<file path="config.mk">
export PLATFORM = sky130hd
export DESIGN_NAME = tick_timestamp_converter_core
export DESIGN_NICKNAME = d
export VERILOG_FILES = /design/src/tts_pkg.sv /design/src/tts_divider.sv /design/src/tts_refs.sv /design/src/tick_timestamp_converter_core.sv
export SDC_FILE = /design/constraint.sdc
export NUM_CORES = 2
export LEC_CHECK = 0
export ABC_AREA = 1
export BUFFER_PORTS_ARGS = -buffer_cell sky130_fd_sc_hd__buf_2
export CAP_MARGIN = 30
export CORE_MARGIN = 3
export CORE_UTILIZATION = 46
export DETAILED_ROUTE_END_ITERATION = 12
export SLEW_MARGIN = 10
export SYNTH_ARGS = -nofsm -noshare
export SYNTH_HDL_FRONTEND = slang
export SYNTH_HIERARCHICAL = 1
export SYNTH_SLANG_ARGS = --single-unit
</file>
<file path="constraint.sdc">
create_clock -name clock -period 7.8 [get_ports clock]
set_input_delay 1.56 -clock clock [delete_from_list [all_inputs] [get_ports clock]]
set_output_delay 1.56 -clock clock [all_outputs]
set_load 0.01 [all_outputs]
</file>
<file path="src/tts_pkg.sv">
// Types and constants shared by the tick timestamp converter modules.
package tts_pkg;

   localparam logic [31:0] FreqReset     = 32'd32771798;
   localparam logic [19:0] UsecPerSec    = 20'd1000000;
   localparam int          DivCountWidth = 7;
   localparam logic [DivCountWidth-1:0] SecIterations  = 7'd64;
   localparam logic [DivCountWidth-1:0] UsecIterations = 7'd20;

   typedef enum logic [3:0] {
      StIdle,
      StSelect,
      StElapsed,
      StScaleA,
      StScaleB,
      StDivSec,
      StWaitSec,
      StMulUsec,
      StDivUsec,
      StWaitUsec,
      StSum,
      StDeliver
   } state_type;

   typedef struct packed {
      logic                     start;
      logic [DivCountWidth-1:0] iterations;
   } div_cmd_type;

   typedef struct packed {
      logic [63:0] origin;
      logic [31:0] seconds;
      logic [19:0] microseconds;
   } ref_type;

   // Extends a captured 32-bit tick to 64 bits as a value in the past of now.
   function automatic logic [63:0] extend_past(input logic [31:0] tick,
                                               input logic [63:0] now);
      logic borrow;
      borrow = tick[31] & ~now[31];
      return {now[63:32] - {31'b0, borrow}, tick};
   endfunction

endpackage

</file>
<file path="src/tts_divider.sv">
// Bit-serial restoring divider, one quotient bit per cycle.
module tts_divider (
   input  logic                 clock,
   input  logic                 reset,
   input  tts_pkg::div_cmd_type cmd,
   input  logic [31:0]          divisor,
   input  logic [31:0]          init_rem,
   input  logic [63:0]          init_bits,
   output logic                 done,
   output logic [63:0]          quotient,
   output logic [31:0]          remainder
);

   logic [31:0]                     rem_ff, rem_in;
   logic [63:0]                     bits_ff, bits_in;
   logic [tts_pkg::DivCountWidth-1:0] count_ff, count_in;
   logic                            busy_ff, busy_in;
   logic                            done_ff, done_in;
   logic [32:0]                     trial;
   logic [32:0]                     diff;
   logic                            fits;

   // The dividend leaves the shift register at the top while quotient bits enter at the bottom.
   assign trial = {rem_ff, bits_ff[63]};
   assign diff  = trial - {1'b0, divisor};
   assign fits  = (trial >= {1'b0, divisor});

   always_comb begin
      rem_in   = rem_ff;
      bits_in  = bits_ff;
      count_in = count_ff;
      busy_in  = busy_ff;
      done_in  = 1'b0;
      if (cmd.start) begin
         rem_in   = init_rem;
         bits_in  = init_bits;
         count_in = cmd.iterations;
         busy_in  = 1'b1;
      end else if (busy_ff) begin
         rem_in   = fits ? diff[31:0] : trial[31:0];
         bits_in  = {bits_ff[62:0], fits};
         count_in = count_ff - 1'b1;
         if (count_ff == {{(tts_pkg::DivCountWidth-1){1'b0}}, 1'b1}) begin
            busy_in = 1'b0;
            done_in = 1'b1;
         end
      end
   end

   always_ff @(posedge clock) begin
      rem_ff  <= rem_in;
      bits_ff <= bits_in;
      if (reset) begin
         count_ff <= '0;
         busy_ff  <= 1'b0;
         done_ff  <= 1'b0;
      end else begin
         count_ff <= count_in;
         busy_ff  <= busy_in;
         done_ff  <= done_in;
      end
   end

   assign done      = done_ff;
   assign quotient  = bits_ff;
   assign remainder = rem_ff;

endmodule

</file>
<file path="src/tts_refs.sv">
// Store for the newest and the older time reference, with reference selection.
module tts_refs (
   input  logic             clock,
   input  logic             reset,
   input  logic             set_en,
   input  tts_pkg::ref_type set_ref,
   input  logic [63:0]      set_time,
   input  logic [63:0]      event_tick,
   output tts_pkg::ref_type sel_ref
);

   tts_pkg::ref_type new_ref_ff, old_ref_ff;
   logic [63:0]      new_set_time_ff;

   always_ff @(posedge clock) begin
      if (reset) begin
         new_ref_ff      <= '0;
         old_ref_ff      <= '0;
         new_set_time_ff <= '0;
      end else if (set_en) begin
         old_ref_ff      <= new_ref_ff;
         new_ref_ff      <= set_ref;
         new_set_time_ff <= set_time;
      end
   end

   // The newest reference applies only to events strictly after it was set.
   assign sel_ref = (event_tick > new_set_time_ff) ? new_ref_ff : old_ref_ff;

endmodule

</file>
<file path="src/tick_timestamp_converter_core.sv">
// Top level of the tick timestamp converter: sequencer and datapath.
//
// The block turns captured 32-bit timer ticks into unix seconds and microseconds.
// Requests arrive on the req_ channel as valid/ready transactions. A transaction
// with req_mode low installs a new time reference: the newest reference moves to
// the older slot and the request's origin tick, seconds, microseconds and the
// current tick count become the newest one. It produces no response and the
// block is ready again in the next cycle. A transaction with req_mode high
// converts req_tick_low and yields one response transaction on the rsp_ channel.
// A conversion runs from acceptance to a valid response through a
// 64-step bit-serial division of the scaled elapsed ticks by the frequency
// register, a 20-step division for the microseconds, and the sequencing states
// around them. One conversion is in flight at a time; req_ready is high only when
// the sequencer is idle, so no request is taken while a conversion runs.
// The response sits in an output register, so a new request is taken while a
// finished response waits; a stalled receiver holds the sequencer only when the
// next response is ready to be written. The csr_ channel writes the frequency
// register (ticks per second times 1000) and is always ready; the user must
// write it only while the block is idle, which the block does not enforce.
// Synchronous reset clears both references and restores the default frequency.
module tick_timestamp_converter_core (
   input  logic        clock,
   input  logic        reset,
   input  logic        req_valid,
   output logic        req_ready,
   input  logic        req_mode,
   input  logic [31:0] req_tick_low,
   input  logic [63:0] req_now_ticks,
   input  logic [31:0] req_ref_seconds,
   input  logic [19:0] req_ref_microseconds,
   output logic        rsp_valid,
   input  logic        rsp_ready,
   output logic [31:0] rsp_seconds,
   output logic [19:0] rsp_microseconds,
   input  logic        csr_valid,
   output logic        csr_ready,
   input  logic [31:0] csr_milli_frequency
);

   tts_pkg::state_type   state_ff, state_in;
   tts_pkg::div_cmd_type div_cmd;
   tts_pkg::ref_type     set_ref;
   tts_pkg::ref_type     sel_ref;

   logic [31:0] freq_ff;
   logic [63:0] ext_ff;          // extended event tick, then elapsed ticks
   logic [63:0] scaled_ff;
   logic [63:0] origin_ff;
   logic [31:0] base_sec_ff;
   logic [19:0] base_usec_ff;
   logic        zero_div_ff;
   logic [31:0] sec_ff;
   logic [51:0] prod_ff;
   logic [19:0] usec_ff;
   logic [31:0] sec_sum_ff;
   logic [20:0] usec_sum_ff;
   logic        rsp_valid_ff;
   logic [31:0] rsp_seconds_ff;
   logic [19:0] rsp_microseconds_ff;

   logic        req_accept;
   logic        refs_set;
   logic        out_free;
   logic        carry;
   logic [63:0] ext_tick;
   logic [31:0] div_init_rem;
   logic [63:0] div_init_bits;
   logic        div_done;
   logic [63:0] div_quotient;
   logic [31:0] div_remainder;
   logic [20:0] usec_wrapped;

   assign req_accept = req_valid && req_ready;
   assign out_free   = !rsp_valid_ff || rsp_ready;
   assign ext_tick   = tts_pkg::extend_past(req_tick_low, req_now_ticks);

   assign set_ref.origin       = ext_tick;
   assign set_ref.seconds      = req_ref_seconds;
   assign set_ref.microseconds = req_ref_microseconds;

   tts_refs u_refs (
      .clock      (clock),
      .reset      (reset),
      .set_en     (refs_set),
      .set_ref    (set_ref),
      .set_time   (req_now_ticks),
      .event_tick (ext_ff),
      .sel_ref    (sel_ref)
   );

   // The seconds division starts from an empty remainder. For the microseconds the
   // quotient is known to be under 2^20, so the top of the product already lies
   // below the divisor and only twenty steps remain.
   assign div_init_rem  = (state_ff == tts_pkg::StDivUsec) ? prod_ff[51:20] : 32'b0;
   assign div_init_bits = (state_ff == tts_pkg::StDivUsec) ? {prod_ff[19:0], 44'b0}
                                                           : scaled_ff;

   tts_divider u_divider (
      .clock     (clock),
      .reset     (reset),
      .cmd       (div_cmd),
      .divisor   (freq_ff),
      .init_rem  (div_init_rem),
      .init_bits (div_init_bits),
      .done      (div_done),
      .quotient  (div_quotient),
      .remainder (div_remainder)
   );

   // Next state.
   always_comb begin
      state_in = state_ff;
      case (state_ff)
         tts_pkg::StIdle: begin
            if (req_valid && req_mode) state_in = tts_pkg::StSelect;
         end
         tts_pkg::StSelect:   state_in = tts_pkg::StElapsed;
         tts_pkg::StElapsed:  state_in = tts_pkg::StScaleA;
         tts_pkg::StScaleA:   state_in = tts_pkg::StScaleB;
         tts_pkg::StScaleB:   state_in = tts_pkg::StDivSec;
         tts_pkg::StDivSec:   state_in = tts_pkg::StWaitSec;
         tts_pkg::StWaitSec: begin
            if (div_done) state_in = tts_pkg::StMulUsec;
         end
         tts_pkg::StMulUsec:  state_in = tts_pkg::StDivUsec;
         tts_pkg::StDivUsec:  state_in = tts_pkg::StWaitUsec;
         tts_pkg::StWaitUsec: begin
            if (div_done) state_in = tts_pkg::StSum;
         end
         tts_pkg::StSum:      state_in = tts_pkg::StDeliver;
         tts_pkg::StDeliver: begin
            if (out_free) state_in = tts_pkg::StIdle;
         end
         default:             state_in = tts_pkg::StIdle;
      endcase
   end

   // Sequencer outputs.
   always_comb begin
      req_ready          = 1'b0;
      refs_set           = 1'b0;
      div_cmd.start      = 1'b0;
      div_cmd.iterations = tts_pkg::SecIterations;
      case (state_ff)
         tts_pkg::StIdle: begin
            req_ready = 1'b1;
            refs_set  = req_valid && !req_mode;
         end
         tts_pkg::StDivSec: begin
            div_cmd.start = 1'b1;
         end
         tts_pkg::StDivUsec: begin
            div_cmd.start      = 1'b1;
            div_cmd.iterations = tts_pkg::UsecIterations;
         end
         default: begin
            req_ready = 1'b0;
         end
      endcase
   end

   // Scaling by 1000 is done as 1024 - 32 + 8 in the StScaleA and StScaleB states.
   assign carry        = (usec_sum_ff >= {1'b0, tts_pkg::UsecPerSec});
   assign usec_wrapped = usec_sum_ff - {1'b0, tts_pkg::UsecPerSec};

   always_ff @(posedge clock) begin
      case (state_ff)
         tts_pkg::StIdle: begin
            if (req_accept) ext_ff <= ext_tick;
         end
         tts_pkg::StSelect: begin
            origin_ff    <= sel_ref.origin;
            base_sec_ff  <= sel_ref.seconds;
            base_usec_ff <= sel_ref.microseconds;
            zero_div_ff  <= (freq_ff == 32'b0);
         end
         tts_pkg::StElapsed: begin
            ext_ff <= ext_ff - origin_ff;
         end
         tts_pkg::StScaleA: begin
            scaled_ff <= {ext_ff[53:0], 10'b0} - {ext_ff[58:0], 5'b0};
         end
         tts_pkg::StScaleB: begin
            scaled_ff <= scaled_ff + {ext_ff[60:0], 3'b0};
         end
         tts_pkg::StWaitSec: begin
            if (div_done) sec_ff <= zero_div_ff ? 32'b0 : div_quotient[31:0];
         end
         tts_pkg::StMulUsec: begin
            prod_ff <= 52'(div_remainder) * 52'(tts_pkg::UsecPerSec);
         end
         tts_pkg::StWaitUsec: begin
            if (div_done) usec_ff <= zero_div_ff ? 20'b0 : div_quotient[19:0];
         end
         tts_pkg::StSum: begin
            sec_sum_ff  <= sec_ff + base_sec_ff;
            usec_sum_ff <= {1'b0, usec_ff} + {1'b0, base_usec_ff};
         end
         tts_pkg::StDeliver: begin
            if (out_free) begin
               rsp_seconds_ff      <= sec_sum_ff + {31'b0, carry};
               rsp_microseconds_ff <= carry ? usec_wrapped[19:0] : usec_sum_ff[19:0];
            end
         end
         default: begin
            sec_ff <= sec_ff;
         end
      endcase
   end

   always_ff @(posedge clock) begin
      if (reset) begin
         state_ff     <= tts_pkg::StIdle;
         freq_ff      <= tts_pkg::FreqReset;
         rsp_valid_ff <= 1'b0;
      end else begin
         state_ff <= state_in;
         if (csr_valid && csr_ready) freq_ff <= csr_milli_frequency;
         if ((state_ff == tts_pkg::StDeliver) && out_free) begin
            rsp_valid_ff <= 1'b1;
         end else if (rsp_ready) begin
            rsp_valid_ff <= 1'b0;
         end
      end
   end

   assign csr_ready        = 1'b1;
   assign rsp_valid        = rsp_valid_ff;
   assign rsp_seconds      = rsp_seconds_ff;
   assign rsp_microseconds = rsp_microseconds_ff;

endmodule

</file>
==> results.cfg <==
[timing]
grt_setup_unrepaired = false
tightest_slew_ns = 1.01
fin_crit_sh_pct = 75.3
fin_setup_tns_ns = 0
drv_slew = 0
slew-limit-headroom_pct = 32.5
post-route-min-period_ns = 5.87
max_clock_freq_mhz = 170
setup_violations = 0
finalHoldViolCount = 0
fin_skew_ns = 0.0599

[place]
port-buffer-count = 239
gp_congestion = 0.969
dpl.cell_count = 11500
dpl.hpwl_mm = 184

[flow_run]
cap_violations = 0

[drt]
met2_length_mm = 105
vias = 60900
drc = 0
drt-total-wl_mm = 229
highest_layer = met5
drt_iter0_drc = 4994
antenna_left = 0
drt_first_pass_iters = 6
met1_length_mm = 103
dr_wl_met3_mm = 13.0
wire_per_inst_um = 19.5
via_per_inst = 5.20

[floorplan]
die_h_um = 386
fp.dieW_um = 386
core_area_um2 = 143000
row_count = 138
start_util_pct = 46.7
die_area_um2 = 149000
io-pin-count = 241

[cts]
clock_sinks = 883
cts_resized = 0
clk_latency_ns = 0.76
cts_root_buf = clkbuf_16
cts.clk_slew.worst_paths_ns = 0.06
clockBufferDepth = 3
htreeDepth = 3
cts_tree = done
post_cts_buffers = 0
holdBufCountCts = 0
cts_inserted_buffers = 102

[global_routing]
antenna_found_initial = 3
grt_usage_pct = 30.0
grt_max_degree = 168
grt_pass1_wl_mm = 348
overflow = 0
grt_pass1_vias = 58600

[worst_hold_path]
hp-class = reg2reg
hold_path.startpoint = usec_sum_ff[4]$_DFFE_PP_

[critical_path]
critPathRequiredTime_ns = 8.27
crit_type = reg2reg
cp-startpoint = u_divider/remainder[12]$_DFFE_PP_
path_max_fanout = 7
worstPathCellList = inv_1 -> fa_1 -> inv_1 -> fa_1 -> fa_1 -> fa_1 -> ha_1 -> inv_1 -> fa_1 -> inv_1 -> ha_1 -> a21oi_1 -> a21boi_0 -> a21boi_0 -> nand3_1 -> nand2_1 -> nand2_1 -> nand2_1 -> nand2_1
crit_slowest_cell = edfxtp_1
worst_setup_path_start_kind = flop
slowest_delay_ns = 0.62
arrival_ns = 6.34
cp-end-kind = flop
r2r_start = u_divider/remainder[12]$_DFFE_PP_
cpMostUsedCell = fa_1

[logic_synthesis]
synth.cell_area_um2 = 66600
synth_cell_types = 60
yosysSeqAreaShare_pct = 34.7
synth-seq-cells = 883
async_flop_share_pct = 0
yosys_warnings = 6
synth.avg_cell_area_um2 = 6.97
syn_inst = 9560
synth_edf_count = 541
synth_ff_type = edfxtp_1

[cells_and_area]
fillers = 14600
mostFrequentLayoutCells = nand2_1 (3443), inv_1 (1605), nor2_1 (792)
final_cells = 11700
layout_commonest_cell = nand2_1
post_route_cells_drive_above_1_share_pct = 5.44
diodes = 0
fin_nets = 10500
syn2layout_area_growth_pct = 9.90

[pwr]
swShare_pct = 52.6
power_frac_clock_pct = 14.8
p_sw_uw = 17200
pwr-share-comb_pct = 62.7
seq_power_share_pct = 22.5
p_per_area_nw_per_um2 = 447
irDropWorstVdd_uv = 274
leakagePower_uw = 0.0362
internal-power_uw = 15500

[status]
status = completed
-- synth_stat cells (9+ instances only) --
| master | count | area [um2] |
|---|---|---|
| inv_2 | 10 | 37.5 |
| o21bai_1 | 36 | 270 |
| a21oi_1 | 554 | 2770 |
| inv_1 | 1606 | 6030 |
| o21a_1 | 10 | 75.1 |
| o21ai_0 | 198 | 991 |
| ha_1 | 485 | 6070 |
| edfxtp_1 | 541 | 16200 |
| dfxtp_1 | 342 | 6850 |
| a21o_1 | 16 | 120 |
| buf_6 | 9 | 101 |
| nor2_2 | 15 | 93.8 |
| clkbuf_1 | 148 | 556 |
| a21boi_0 | 15 | 113 |
| nand3_1 | 494 | 2470 |
| xor2_1 | 119 | 1040 |
| nand4_1 | 77 | 482 |
| a31oi_1 | 13 | 81.3 |
| nand3b_1 | 58 | 435 |
| nand2_2 | 14 | 87.6 |
| buf_2 | 30 | 150 |
| a211oi_1 | 67 | 503 |
| nand2_1 | 3444 | 12900 |
| nor2_1 | 799 | 3000 |
| fa_1 | 140 | 2800 |
| buf_1 | 25 | 93.8 |
| xnor2_1 | 93 | 815 |
| nor4_1 | 29 | 181 |
| nor3_1 | 85 | 425 |
-- state kept, by name, indices dropped and copies added (netlist names), 32 cells and up --
| name | count |
|---|---|
| base_sec_ff | 32 |
| ext_ff | 64 |
| freq_ff | 32 |
| origin_ff | 64 |
| prod_ff | 46 |
| rsp_seconds | 32 |
| scaled_ff | 61 |
| sec_ff | 32 |
| sec_sum_ff | 32 |
| u_divider/quotient | 64 |
| u_divider/remainder | 32 |
| u_refs/new_ref_ff | 116 |
| u_refs/new_set_time_ff | 64 |
| u_refs/old_ref_ff | 116 |
-- per-layer routing --
layer	vias to the layer above	GRT usage, %
li1	30500	-
met1	28400	41.1
met2	1756	49.7
met3	301	3.53
met4	2	9.10
met5	-	0
-- logic make-up after synthesis --
| kind of cell | after synthesis | share of synthesized area, % |
|---|---|---|
| simple gates | 5070 | 31.0 |
| buf+inv | 1834 | 10.5 |
| compound gates | 931 | 7.63 |
| flops | 883 | 34.7 |
| fa+ha+maj | 625 | 13.3 |
| xor+xnor | 215 | 2.86 |
| other cells | 2 | 0.0113 |
-- area by class of cell --
| type | instances | area (um2) | share of cell area (%) |
|---|---|---|---|
| multi-input cells | 6849 | 36600 | 50.0 |
| flip-flops and latches | 883 | 23100 | 31.6 |
| inverters | 1618 | 6080 | 8.31 |
| clock buffers | 155 | 3040 | 4.15 |
| well taps | 1890 | 2360 | 3.23 |
| repair buffers | 280 | 1610 | 2.20 |
| clock inverters | 39 | 370 | 0.506 |
-- power by group through the flow --
stage | clock network (uW) | registers, uW | logic (uW)
floorplan | 0 | 6860 | 14100
global placement | 0 | 7410 | 20100
detailed placement | 0 | 7410 | 20200
CTS | 4940 | 7320 | 20400
global route | 5120 | 7380 | 23000
finish | 4840 | 7360 | 20500
-- critical path, delay by kind of cell (launching register included) --
kind,cells,cell delay [ns]
adders and majority gates,7,3.18
DFF,1,0.62
and+or+nand+nor,5,0.50
buffers and inverters,4,0.45
AOI/OAI and AO/OA,3,0.86
-- through the flow --
step	hold WS, ns	setup slack [ns]	cell area [um2]	power [uW]	utilization (%)
6_report	0.459	1.93	73200	32700	51.3
5_1_grt	0.474	1.52	73200	35500	51.3
4_1_cts	0.461	1.86	73200	32600	51.3
3_5_place_dp	0.449	1.92	69700	27700	48.9
3_3_place_gp	0.447	1.95	69700	27500	48.9
2_1_floorplan	0.427	1.12	66600	20900	-
-- worst paths after layout --
check,endpoint,slack (ns),cells after the start
min reg2reg,rsp_microseconds[4]$_DFFE_PP_,0.46,0
max reg2reg,prod_ff[41]$_DFFE_PP_,1.93,19
max,prod_ff[41]$_DFFE_PP_,1.93,19
min,rsp_microseconds[4]$_DFFE_PP_,0.46,0
Power figures use the tool's default switching activity.
